$ cat src/hw/rtl/tmrca_pkg.sv
`timescale 1ns / 1ps

package tmrca_pkg;

  localparam int SCREEN_COLUMNS = 80;
  localparam int SCREEN_ROWS    = 25;

  localparam int COL_W  = 7;
  localparam int ROW_W  = 5;
  localparam int CHAR_W = 8;
  localparam int CLR_W  = 3;
  localparam int RES_W  = 8;

  localparam logic [31:0] LCG_MUL   = 32'd1664525;
  localparam logic [31:0] LCG_ADD   = 32'd1013904223;
  localparam logic [31:0] LCG_RESET = 32'hDEADBEEF;

  localparam int GLYPH_COUNT = 48;
  localparam int WAKE_ODDS   = 30;
  localparam logic [3:0] PHASE_LAST = 4'd11;

  localparam logic [CHAR_W-1:0] SPACE_CHAR = 8'h20;
  localparam logic [2:0] ERASE_K = 3'd4;
  localparam logic [2:0] CELL_END = 3'd5;
  localparam logic [CLR_W-1:0] CLR_ERASE = 3'd0;

  localparam logic [31:0] RECIP_ROWS  = 32'((64'd1 << 32) / SCREEN_ROWS);
  localparam logic [31:0] RECIP_WAKE  = 32'((64'd1 << 32) / WAKE_ODDS);
  localparam logic [31:0] RECIP_GLYPH = 32'((64'd1 << 32) / GLYPH_COUNT);

  localparam logic [8*GLYPH_COUNT-1:0] GLYPHS =
    "01234567890ABCDEFGHIJKLMNOPQRSTUVWXYZ@#$%&*+-=<>";

  typedef enum logic [1:0] {
    OP_RESEED = 2'd0,
    OP_INIT   = 2'd1,
    OP_STEP   = 2'd2,
    OP_NONE   = 2'd3
  } op_t;

  typedef enum logic [3:0] {
    ST_IDLE,
    ST_FETCH,
    ST_DECIDE,
    ST_ADV,
    ST_MUL,
    ST_USE,
    ST_CELL,
    ST_EMIT,
    ST_ADVROW,
    ST_DONE
  } state_t;

  typedef enum logic [2:0] {
    DR_INIT_ROW,
    DR_INIT_SPD,
    DR_INIT_ACT,
    DR_WAKE,
    DR_GLYPH,
    DR_NEW_SPD,
    DR_RETIRE
  } draw_t;

  typedef struct packed {
    logic             act;
    logic [1:0]       spd;
    logic [ROW_W-1:0] row;
  } colent_t;

  typedef struct packed {
    logic  take;
    logic  load;
    logic  adv;
    logic  mul;
    logic  use_draw;
    logic  emit;
    logic  k_clr;
    logic  k_inc;
    logic  advrow;
    logic  finish;
    draw_t purp;
  } cmd_t;

  typedef struct packed {
    op_t  op;
    logic col_ok;
    logic active;
    logic moves;
    logic k_done;
    logic k_erase;
    logic on_screen;
    logic wrap;
    logic out_free;
  } sts_t;

  function automatic logic [CHAR_W-1:0] glyph_char(input logic [5:0] idx);
    logic [CHAR_W-1:0] ch;
    ch = SPACE_CHAR;
    if (int'(idx) < GLYPH_COUNT) begin
      ch = GLYPHS[(GLYPH_COUNT - 1 - int'(idx)) * 8 +: 8];
    end
    return ch;
  endfunction

endpackage

$ cat src/hw/rtl/tmrca_ctrl.sv
`timescale 1ns / 1ps

module tmrca_ctrl (
  input  logic              clk,
  input  logic              rst_n,
  input  logic              in_valid,
  output logic              in_stall,
  input  tmrca_pkg::sts_t   sts,
  output tmrca_pkg::cmd_t   cmd
);

  tmrca_pkg::state_t state_r, state_nxt;
  tmrca_pkg::draw_t  purp_r, purp_nxt;

  always_ff @(posedge clk) begin
    if (!rst_n) begin
      state_r <= tmrca_pkg::ST_IDLE;
      purp_r  <= tmrca_pkg::DR_INIT_ROW;
    end else begin
      state_r <= state_nxt;
      purp_r  <= purp_nxt;
    end
  end

  always_comb begin
    state_nxt = state_r;
    purp_nxt  = purp_r;
    unique case (state_r)
      tmrca_pkg::ST_IDLE: begin
        if (in_valid) begin
          state_nxt = tmrca_pkg::ST_FETCH;
        end
      end
      tmrca_pkg::ST_FETCH: begin
        if (!sts.col_ok) begin
          state_nxt = tmrca_pkg::ST_DONE;
        end else if (sts.op == tmrca_pkg::OP_INIT) begin
          purp_nxt  = tmrca_pkg::DR_INIT_ROW;
          state_nxt = tmrca_pkg::ST_ADV;
        end else if (sts.op == tmrca_pkg::OP_STEP) begin
          state_nxt = tmrca_pkg::ST_DECIDE;
        end else begin
          state_nxt = tmrca_pkg::ST_DONE;
        end
      end
      tmrca_pkg::ST_DECIDE: begin
        if (!sts.active) begin
          purp_nxt  = tmrca_pkg::DR_WAKE;
          state_nxt = tmrca_pkg::ST_ADV;
        end else if (sts.moves) begin
          state_nxt = tmrca_pkg::ST_CELL;
        end else begin
          state_nxt = tmrca_pkg::ST_DONE;
        end
      end
      tmrca_pkg::ST_ADV: begin
        state_nxt = tmrca_pkg::ST_MUL;
      end
      tmrca_pkg::ST_MUL: begin
        state_nxt = tmrca_pkg::ST_USE;
      end
      tmrca_pkg::ST_USE: begin
        unique case (purp_r)
          tmrca_pkg::DR_INIT_ROW: begin
            purp_nxt  = tmrca_pkg::DR_INIT_SPD;
            state_nxt = tmrca_pkg::ST_ADV;
          end
          tmrca_pkg::DR_INIT_SPD: begin
            purp_nxt  = tmrca_pkg::DR_INIT_ACT;
            state_nxt = tmrca_pkg::ST_ADV;
          end
          tmrca_pkg::DR_GLYPH: begin
            state_nxt = tmrca_pkg::ST_EMIT;
          end
          tmrca_pkg::DR_NEW_SPD: begin
            purp_nxt  = tmrca_pkg::DR_RETIRE;
            state_nxt = tmrca_pkg::ST_ADV;
          end
          default: begin
            state_nxt = tmrca_pkg::ST_DONE;
          end
        endcase
      end
      tmrca_pkg::ST_CELL: begin
        if (sts.k_done) begin
          state_nxt = tmrca_pkg::ST_ADVROW;
        end else if (sts.on_screen) begin
          if (sts.k_erase) begin
            state_nxt = tmrca_pkg::ST_EMIT;
          end else begin
            purp_nxt  = tmrca_pkg::DR_GLYPH;
            state_nxt = tmrca_pkg::ST_ADV;
          end
        end
      end
      tmrca_pkg::ST_EMIT: begin
        if (sts.out_free) begin
          state_nxt = tmrca_pkg::ST_CELL;
        end
      end
      tmrca_pkg::ST_ADVROW: begin
        if (sts.wrap) begin
          purp_nxt  = tmrca_pkg::DR_NEW_SPD;
          state_nxt = tmrca_pkg::ST_ADV;
        end else begin
          state_nxt = tmrca_pkg::ST_DONE;
        end
      end
      tmrca_pkg::ST_DONE: begin
        state_nxt = tmrca_pkg::ST_IDLE;
      end
      default: begin
        state_nxt = tmrca_pkg::ST_IDLE;
      end
    endcase
  end

  always_comb begin
    cmd      = '0;
    cmd.purp = purp_r;
    in_stall = (state_r != tmrca_pkg::ST_IDLE);
    unique case (state_r)
      tmrca_pkg::ST_IDLE:   cmd.take     = in_valid;
      tmrca_pkg::ST_FETCH:  cmd.load     = 1'b1;
      tmrca_pkg::ST_DECIDE: cmd.k_clr    = 1'b1;
      tmrca_pkg::ST_ADV:    cmd.adv      = 1'b1;
      tmrca_pkg::ST_MUL:    cmd.mul      = 1'b1;
      tmrca_pkg::ST_USE:    cmd.use_draw = 1'b1;
      tmrca_pkg::ST_CELL: begin
        cmd.k_inc = !sts.k_done && !sts.on_screen;
      end
      tmrca_pkg::ST_EMIT: begin
        cmd.emit  = sts.out_free;
        cmd.k_inc = sts.out_free;
      end
      tmrca_pkg::ST_ADVROW: cmd.advrow   = 1'b1;
      tmrca_pkg::ST_DONE:   cmd.finish   = 1'b1;
      default: ;
    endcase
  end

endmodule

$ cat src/hw/rtl/tmrca_dpath.sv
`timescale 1ns / 1ps

module tmrca_dpath (
  input  logic                             clk,
  input  logic                             rst_n,
  input  tmrca_pkg::cmd_t                  cmd,
  output tmrca_pkg::sts_t                  sts,
  input  logic                             cfg_wr_en,
  input  logic [31:0]                      cfg_wr_data,
  input  logic [1:0]                       in_opcode,
  input  logic [tmrca_pkg::COL_W-1:0]      in_column,
  input  logic                             in_frame_end,
  output logic                             out_valid,
  input  logic                             out_stall,
  output logic [tmrca_pkg::COL_W-1:0]      out_cell_column,
  output logic [tmrca_pkg::ROW_W-1:0]      out_cell_row,
  output logic [tmrca_pkg::CHAR_W-1:0]     out_char_code,
  output logic [tmrca_pkg::CLR_W-1:0]      out_color_class,
  output logic                             out_last
);

  localparam logic [tmrca_pkg::COL_W-1:0] COLS =
    tmrca_pkg::COL_W'(tmrca_pkg::SCREEN_COLUMNS);

  tmrca_pkg::colent_t mem [tmrca_pkg::SCREEN_COLUMNS];
  tmrca_pkg::colent_t rdata_r;

  tmrca_pkg::op_t                 op_r;
  logic [tmrca_pkg::COL_W-1:0]    col_r;
  logic                           fend_r;
  logic [tmrca_pkg::ROW_W-1:0]    row_r;
  logic [1:0]                     spd_r;
  logic                           act_r;
  logic [2:0]                     k_r;
  logic [31:0]                    lcg_r, seed_r, prod_r;
  logic [3:0]                     phase_r;
  logic [tmrca_pkg::CHAR_W-1:0]   glyph_r;

  logic                           out_valid_r;
  logic [tmrca_pkg::COL_W-1:0]    ocol_r;
  logic [tmrca_pkg::ROW_W-1:0]    orow_r;
  logic [tmrca_pkg::CHAR_W-1:0]   ochar_r;
  logic [tmrca_pkg::CLR_W-1:0]    oclr_r;
  logic                           olast_r;

  logic                           col_ok, in_col_ok;
  logic [31:0]                    recip;
  logic [tmrca_pkg::RES_W-1:0]    dvsr, qd, res_raw, res;
  logic [63:0]                    prod_full;
  logic [15:0]                    qd_full;
  logic [tmrca_pkg::ROW_W:0]      row_ext, row_diff, row_inc;
  logic                           moves;
  logic                           out_free;

  assign col_ok    = (col_r < COLS);
  assign in_col_ok = (in_column < COLS);
  assign out_free  = !out_valid_r || !out_stall;

  always_comb begin
    recip = '0;
    dvsr  = '0;
    case (cmd.purp)
      tmrca_pkg::DR_INIT_ROW: begin
        recip = tmrca_pkg::RECIP_ROWS;
        dvsr  = tmrca_pkg::RES_W'(tmrca_pkg::SCREEN_ROWS);
      end
      tmrca_pkg::DR_WAKE: begin
        recip = tmrca_pkg::RECIP_WAKE;
        dvsr  = tmrca_pkg::RES_W'(tmrca_pkg::WAKE_ODDS);
      end
      tmrca_pkg::DR_GLYPH: begin
        recip = tmrca_pkg::RECIP_GLYPH;
        dvsr  = tmrca_pkg::RES_W'(tmrca_pkg::GLYPH_COUNT);
      end
      default: ;
    endcase
  end

  // quotient estimate is low by at most one, so one subtract corrects it
  assign prod_full = {32'd0, lcg_r} * {32'd0, recip};
  assign qd_full   = {8'd0, prod_r[7:0]} * {8'd0, dvsr};
  assign qd        = qd_full[tmrca_pkg::RES_W-1:0];
  assign res_raw   = lcg_r[tmrca_pkg::RES_W-1:0] - qd;
  assign res       = (res_raw >= dvsr) ? (res_raw - dvsr) : res_raw;

  always_comb begin
    case (spd_r)
      2'd0:    moves = 1'b1;
      2'd1:    moves = !phase_r[0];
      2'd2:    moves = (phase_r == 4'd0) || (phase_r == 4'd3) ||
                       (phase_r == 4'd6) || (phase_r == 4'd9);
      default: moves = (phase_r[1:0] == 2'd0);
    endcase
  end

  assign row_ext  = {1'b0, row_r};
  assign row_diff = row_ext - {{(tmrca_pkg::ROW_W-2){1'b0}}, k_r};
  assign row_inc  = row_ext + 1'b1;

  always_comb begin
    sts.op        = op_r;
    sts.col_ok    = col_ok;
    sts.active    = act_r;
    sts.moves     = moves;
    sts.k_done    = (k_r == tmrca_pkg::CELL_END);
    sts.k_erase   = (k_r == tmrca_pkg::ERASE_K);
    sts.on_screen = (row_ext >= {{(tmrca_pkg::ROW_W-2){1'b0}}, k_r}) &&
                    (row_diff < (tmrca_pkg::ROW_W+1)'(tmrca_pkg::SCREEN_ROWS));
    sts.wrap      = (row_inc > (tmrca_pkg::ROW_W+1)'(tmrca_pkg::SCREEN_ROWS + 4));
    sts.out_free  = out_free;
  end

  always_ff @(posedge clk) begin
    if (cmd.take && in_col_ok) begin
      rdata_r <= mem[in_column];
    end
    if (cmd.finish && col_ok &&
        (op_r == tmrca_pkg::OP_INIT || op_r == tmrca_pkg::OP_STEP)) begin
      mem[col_r] <= '{act: act_r, spd: spd_r, row: row_r};
    end
  end

  always_ff @(posedge clk) begin
    if (cmd.take) begin
      op_r   <= tmrca_pkg::op_t'(in_opcode);
      col_r  <= in_column;
      fend_r <= in_frame_end;
    end
    if (cmd.load) begin
      row_r <= rdata_r.row;
      spd_r <= rdata_r.spd;
      act_r <= rdata_r.act;
    end
    if (cmd.k_clr) begin
      k_r <= '0;
    end else if (cmd.k_inc) begin
      k_r <= k_r + 3'd1;
    end
    if (cmd.mul) begin
      prod_r <= prod_full[63:32];
    end
    if (cmd.advrow) begin
      row_r <= sts.wrap ? '0 : row_inc[tmrca_pkg::ROW_W-1:0];
    end
    if (cmd.use_draw) begin
      case (cmd.purp)
        tmrca_pkg::DR_INIT_ROW: row_r <= res[tmrca_pkg::ROW_W-1:0];
        tmrca_pkg::DR_INIT_SPD: spd_r <= lcg_r[1:0];
        tmrca_pkg::DR_INIT_ACT: act_r <= !lcg_r[0];
        tmrca_pkg::DR_WAKE: begin
          if (res == '0) begin
            act_r <= 1'b1;
          end
        end
        tmrca_pkg::DR_GLYPH:    glyph_r <= tmrca_pkg::glyph_char(res[5:0]);
        tmrca_pkg::DR_NEW_SPD:  spd_r <= lcg_r[1:0];
        tmrca_pkg::DR_RETIRE: begin
          if (lcg_r[1:0] == 2'd0) begin
            act_r <= 1'b0;
          end
        end
        default: ;
      endcase
    end
  end

  always_ff @(posedge clk) begin
    if (!rst_n) begin
      seed_r  <= tmrca_pkg::LCG_RESET;
      lcg_r   <= tmrca_pkg::LCG_RESET;
      phase_r <= '0;
    end else begin
      if (cfg_wr_en) begin
        seed_r <= cfg_wr_data;
      end
      if (cmd.adv) begin
        lcg_r <= lcg_r * tmrca_pkg::LCG_MUL + tmrca_pkg::LCG_ADD;
      end
      if (cmd.finish) begin
        if (op_r == tmrca_pkg::OP_RESEED) begin
          lcg_r   <= seed_r;
          phase_r <= '0;
        end else if (op_r == tmrca_pkg::OP_STEP && fend_r) begin
          phase_r <= (phase_r == tmrca_pkg::PHASE_LAST) ? 4'd0 : phase_r + 4'd1;
        end
      end
    end
  end

  // output word register
  always_ff @(posedge clk) begin
    if (!rst_n) begin
      out_valid_r <= 1'b0;
    end else if (cmd.emit) begin
      out_valid_r <= 1'b1;
    end else if (!out_stall) begin
      out_valid_r <= 1'b0;
    end
  end

  always_ff @(posedge clk) begin
    if (cmd.emit) begin
      ocol_r  <= col_r;
      orow_r  <= row_diff[tmrca_pkg::ROW_W-1:0];
      olast_r <= (k_r == tmrca_pkg::ERASE_K) ||
                 (row_ext == {{(tmrca_pkg::ROW_W-2){1'b0}}, k_r});
      if (k_r == tmrca_pkg::ERASE_K) begin
        ochar_r <= tmrca_pkg::SPACE_CHAR;
        oclr_r  <= tmrca_pkg::CLR_ERASE;
      end else begin
        ochar_r <= glyph_r;
        oclr_r  <= k_r + 3'd1;
      end
    end
  end

  assign out_valid       = out_valid_r;
  assign out_cell_column = ocol_r;
  assign out_cell_row    = orow_r;
  assign out_char_code   = ochar_r;
  assign out_color_class = oclr_r;
  assign out_last        = olast_r;

endmodule

$ cat src/hw/rtl/text_mode_rain_column_animator.sv
`timescale 1ns / 1ps

// Rain column animator for an 80 by 25 text screen. One command word at a
// time: reseed (loads the generator from cfg_wr_data's register, clears the
// frame phase), initialize column, or step column; a step of a moving column
// yields up to five cell words, the final one flagged by out_last. Each
// generator draw runs an LCG multiply, a reciprocal multiply for the
// remainder and a correction in turn; each trail slot gets a bookkeeping
// step, and a written cell waits while out_stall holds the output word.
module text_mode_rain_column_animator (
  input  logic                             clk,
  input  logic                             rst_n,
  input  logic                             cfg_wr_en,
  input  logic [31:0]                      cfg_wr_data,
  input  logic                             in_valid,
  output logic                             in_stall,
  input  logic [1:0]                       in_opcode,
  input  logic [tmrca_pkg::COL_W-1:0]      in_column,
  input  logic                             in_frame_end,
  output logic                             out_valid,
  input  logic                             out_stall,
  output logic [tmrca_pkg::COL_W-1:0]      out_cell_column,
  output logic [tmrca_pkg::ROW_W-1:0]      out_cell_row,
  output logic [tmrca_pkg::CHAR_W-1:0]     out_char_code,
  output logic [tmrca_pkg::CLR_W-1:0]      out_color_class,
  output logic                             out_last
);

  tmrca_pkg::cmd_t cmd;
  tmrca_pkg::sts_t sts;

  tmrca_ctrl u_ctrl (
    .clk      (clk),
    .rst_n    (rst_n),
    .in_valid (in_valid),
    .in_stall (in_stall),
    .sts      (sts),
    .cmd      (cmd)
  );

  tmrca_dpath u_dpath (
    .clk             (clk),
    .rst_n           (rst_n),
    .cmd             (cmd),
    .sts             (sts),
    .cfg_wr_en       (cfg_wr_en),
    .cfg_wr_data     (cfg_wr_data),
    .in_opcode       (in_opcode),
    .in_column       (in_column),
    .in_frame_end    (in_frame_end),
    .out_valid       (out_valid),
    .out_stall       (out_stall),
    .out_cell_column (out_cell_column),
    .out_cell_row    (out_cell_row),
    .out_char_code   (out_char_code),
    .out_color_class (out_color_class),
    .out_last        (out_last)
  );

endmodule
$ cat config.mk
export PLATFORM = sky130hd
export DESIGN_NAME = text_mode_rain_column_animator
export DESIGN_NICKNAME = d
export VERILOG_FILES = /design/src/hw/rtl/tmrca_pkg.sv /design/src/hw/rtl/tmrca_ctrl.sv /design/src/hw/rtl/tmrca_dpath.sv /design/src/hw/rtl/text_mode_rain_column_animator.sv
export SDC_FILE = /design/constraint.sdc
export NUM_CORES = 2
export LEC_CHECK = 0
export ABC_AREA = 1
export BUFFER_PORTS_ARGS = -buffer_cell sky130_fd_sc_hd__buf_2
export CAP_MARGIN = 20
export CORE_ASPECT_RATIO = 2
export CORE_UTILIZATION = 41
export DETAILED_ROUTE_END_ITERATION = 16
export GPL_TIMING_DRIVEN = 0
export PLACE_DENSITY = 0.68
export SETUP_SLACK_MARGIN = 0.3
export SYNTH_ARGS = -nofsm -noshare
export SYNTH_HDL_FRONTEND = slang
export SYNTH_HIERARCHICAL = 1
export SYNTH_SLANG_ARGS = --single-unit
$ cat constraint.sdc
create_clock -name clk -period 6.8 [get_ports clk]
set_input_delay 0.34 -clock clk [delete_from_list [all_inputs] [get_ports clk]]
set_output_delay 0.34 -clock clk [all_outputs]
set_load 0.005 [all_outputs]
==> flow_summary.json <==
{
  "ys_seq_area_share_pct": 38.6,
  "detail-route-antenna-nets": 0,
  "die_h_um": 537,
  "dpl-instance-area_mm2": 0.0622,
  "post-route-drc-count": 0,
  "path_delay_family": "adder cells",
  "setup-tns-final_ns": -5.62,
  "drt-pass1-iter-count": 8,
  "wl_met3_um": 18900,
  "areaGrowthSynthToFinish_pct": 16.0,
  "critPathMaxStageDelay_ns": 0.75,
  "drv_cap": 0,
  "globalplace.congestion": 1.07,
  "num_rows": 196,
  "fin_util_pct": 47.9,
  "numCtsBuffers": 60,
  "insertion_delay_ns": 0.69,
  "postSynth.asyncResetShare_pct": 0,
  "tightest_slew_ns": 1.31,
  "cp_data_arrival_time_ns": 8.09,
  "first_global_vias": 49400,
  "cts_sinks": 783,
  "ys_ff_latch": 783,
  "ios": 73,
  "clock_path_buffers": 3,
  "min_from": "cfg_wr_data[3]",
  "cp.required_ns": 7.21,
  "cts_tree": "yes",
  "setup_viol": 8,
  "final_cell_mix": "1202 x inv_1, 696 x edfxtp_1, 649 x fa_1",
  "place.port_buffers": 71,
  "drt_iter0_markers": 4139,
  "syn_inst": 5726,
  "finalWorstSetupSlack_ns": -0.879,
  "final_area_mm2": 0.0681,
  "hold_viol_final": 0,
  "drt_wl_total_um": 258000,
  "root_buffer": "clkbuf_16",
  "wl_per_cell_um": 32.1,
  "dieWidth_um": 270,
  "path_buf_inv": 16,
  "grt_pass1_wl_um": 364000,
  "synth-main-ff-cell": "edfxtp_1",
  "period_minus_slack_ns": 7.68,
  "viasPerCell": 5.76,
  "hold_path_end": "u_dpath/seed_r[3]",
  "ys_types": 63,
  "crit_path_end_kind": "register",
  "dr.max_layer_used": "met5",
  "grtUsageTotal_pct": 36.4,
  "violations": "negative setup slack",
  "hpwlAfterDp_um": 201000,
  "rsz0062_at_grt": "yes",
  "outcome": "finished with violations",
  "htree_levels": 2,
  "grt_max_degree": 85,
  "antenna_found_initial": 10,
  "grt_overflow_total": 0,
  "ys_warn_count": 6,
  "r2r_slack_ns": -0.88,
  "setup.worst_path.class": "register to register",
  "m1WireLength_um": 66400,
  "nNetsFinal": 7217,
  "core_mm2": 0.142,
  "startpoint_type": "register",
  "num_vias": 46300,
  "wl_met2_um": 131000,
  "netlist_area_mm2": 0.0587,
  "skew_ns": 0.0292,
  "initial_utilization_pct": 41.3,
  "reg2reg_from": "u_ctrl/purp_r[1]",
  "relSlewSlack_pct": 12.9,
  "final_common_cell": "inv_1",
  "hp-class": "input pin to register",
  "reg2reg_depth": 33,
  "cp_slowest_cell": "fa_2",
  "hold_path_depth": 3,
  "dieArea_mm2": 0.145,
  "cp.depth": 33,
  "avgSynthCellArea_um2": 10.3,
  "clk_pin_slew_ns": 0.07,
  "synth_edf_count": 696,
  "crit_fanout": 5,
  "place_ws_ns": -2.04,
  "timing.final.crit_share_pct": 113,
  "max_freq_ghz": 0.130,
  "r2r_end": "u_dpath/prod_r[3]",
  "drive_gt1_share_pct": 13.4,
  "drv_slew": 0
}
-- worst max path at each step --
stage                     slack (ns)        startpoint                end
final                          -0.88  u_ctrl/purp_r[1]  u_dpath/prod_r[3]
after floorplan                 0.30  u_ctrl/purp_r[1]  u_dpath/prod_r[7]
after detailed placement       -2.04  u_dpath/lcg_r[1]  u_dpath/prod_r[7]
after global placement         -2.04  u_dpath/lcg_r[1]  u_dpath/prod_r[7]
after CTS                      -0.54  u_ctrl/purp_r[1]  u_dpath/prod_r[7]
after global routing           -1.12  u_ctrl/purp_r[1]  u_dpath/prod_r[7]
-- per-stage QoR --
stage                     hold WS, ns  std cells
after floorplan                 0.424       5730
after global placement          0.443       7682
after detailed placement        0.440       7713
after CTS                     0.00543       7985
after global routing          0.00382       8038
final                          0.0375       8044
-- cells by family after synthesis --
| group | count (synthesis) | share of synthesized area (%) |
|---|---|---|
| adders and majority gates | 1068 | 31.6 |
| AOI/OAI and AO/OA | 875 | 8.84 |
| buffers and inverters | 1483 | 9.54 |
| muxes | 3 | 0.0511 |
| other | 2 | 0.0128 |
| xor gates and xnor gates | 100 | 1.49 |
| DFF | 783 | 38.6 |
| and+or+nand+nor | 1412 | 9.94 |
-- tightest hold or removal path, stage by stage --
cell and delay (ns):
buf_2 0.08, nand2_1 0.14, nand3_1 0.12
-- registers in the layout (all words and copies together), names as in the netlist, 3 cells and up --
signal                   cells
u_dpath/k_r                  3
u_dpath/prod_r               8
u_dpath/mem                640
u_dpath/out_char_code        7
u_dpath/col_r                7
u_ctrl/purp_r                3
u_dpath/rdata_r              8
u_dpath/row_r                5
u_dpath/glyph_r              7
u_dpath/out_color_class      3
u_ctrl/state_r               4
u_dpath/out_cell_row         5
u_dpath/phase_r              4
u_dpath/lcg_r               32
u_dpath/out_cell_column      7
u_dpath/seed_r              32
-- timing repair --
item,in CTS,in global routing
setup buffers,127,30
gates cloned,0,0
setup endpoints to repair,39,25
endpoints found under the hold margin,33,2
resized for setup,423,105
hold buffers,32,2
pin swaps,125,57
-- metal layers --
metal  global-route usage, %  vias up
met5                   0.197        -
met4                    46.7        2
met3                    9.98     1570
met2                    64.4     2813
met1                    28.7    22700
li1                        -    19200
-- final cells by class --
type,instances,area (um2)
Antenna cell,10,25.0
Buffer,199,1030
Clock buffer,79,1670
Clock inverter,34,454
Fill cell,13200,74100
Inverter,1284,4920
Multi-Input combinational cell,3464,32200
Sequential cell,783,22700
Tap cell,1881,2350
Timing Repair Buffer,310,2760
-- cell usage after synthesis, types with 3 or more instances --
library cell     n  area (um2)
buf_1            9        33.8
xor2_1          53         464
o211ai_1        37         278
nor3_1          24         120
or2_2           10        62.6
nand3_1        167         836
nor2_4           4        45.0
fa_1           689       13800
nor2_1         728        2730
o22ai_1         51         319
nor2_2           9        56.3
a31o_2           3        26.3
mux2i_1          3        30.0
xnor2_1         47         412
inv_2           15        56.3
nor4_1           9        56.3
o21bai_1        13        97.6
o221ai_1       115        1010
nand3_2          3        30.0
buf_2            3        15.0
a32oi_1          5        43.8
nand2_2          9        56.3
nand2_4          4        45.0
nand4_1         30         188
a21o_1           7        52.6
ha_1           379        4740
o21ai_0        449        2250
inv_1         1265        4750
clkbuf_1       180         676
o21ai_1          5        25.0
a21oi_1        140         701
buf_4            6        45.0
a211oi_1        10        75.1
dfxtp_1         87        1740
a21boi_0         6        45.0
clkinv_1         4        15.0
o2111ai_1        3        26.3
edfxtp_1       696       20900
a31oi_1         14        87.6
nand2_1        407        1530
Power is not shown: default switching activity piles up to over one toggle a cycle in this logic, so the estimate is an artifact.
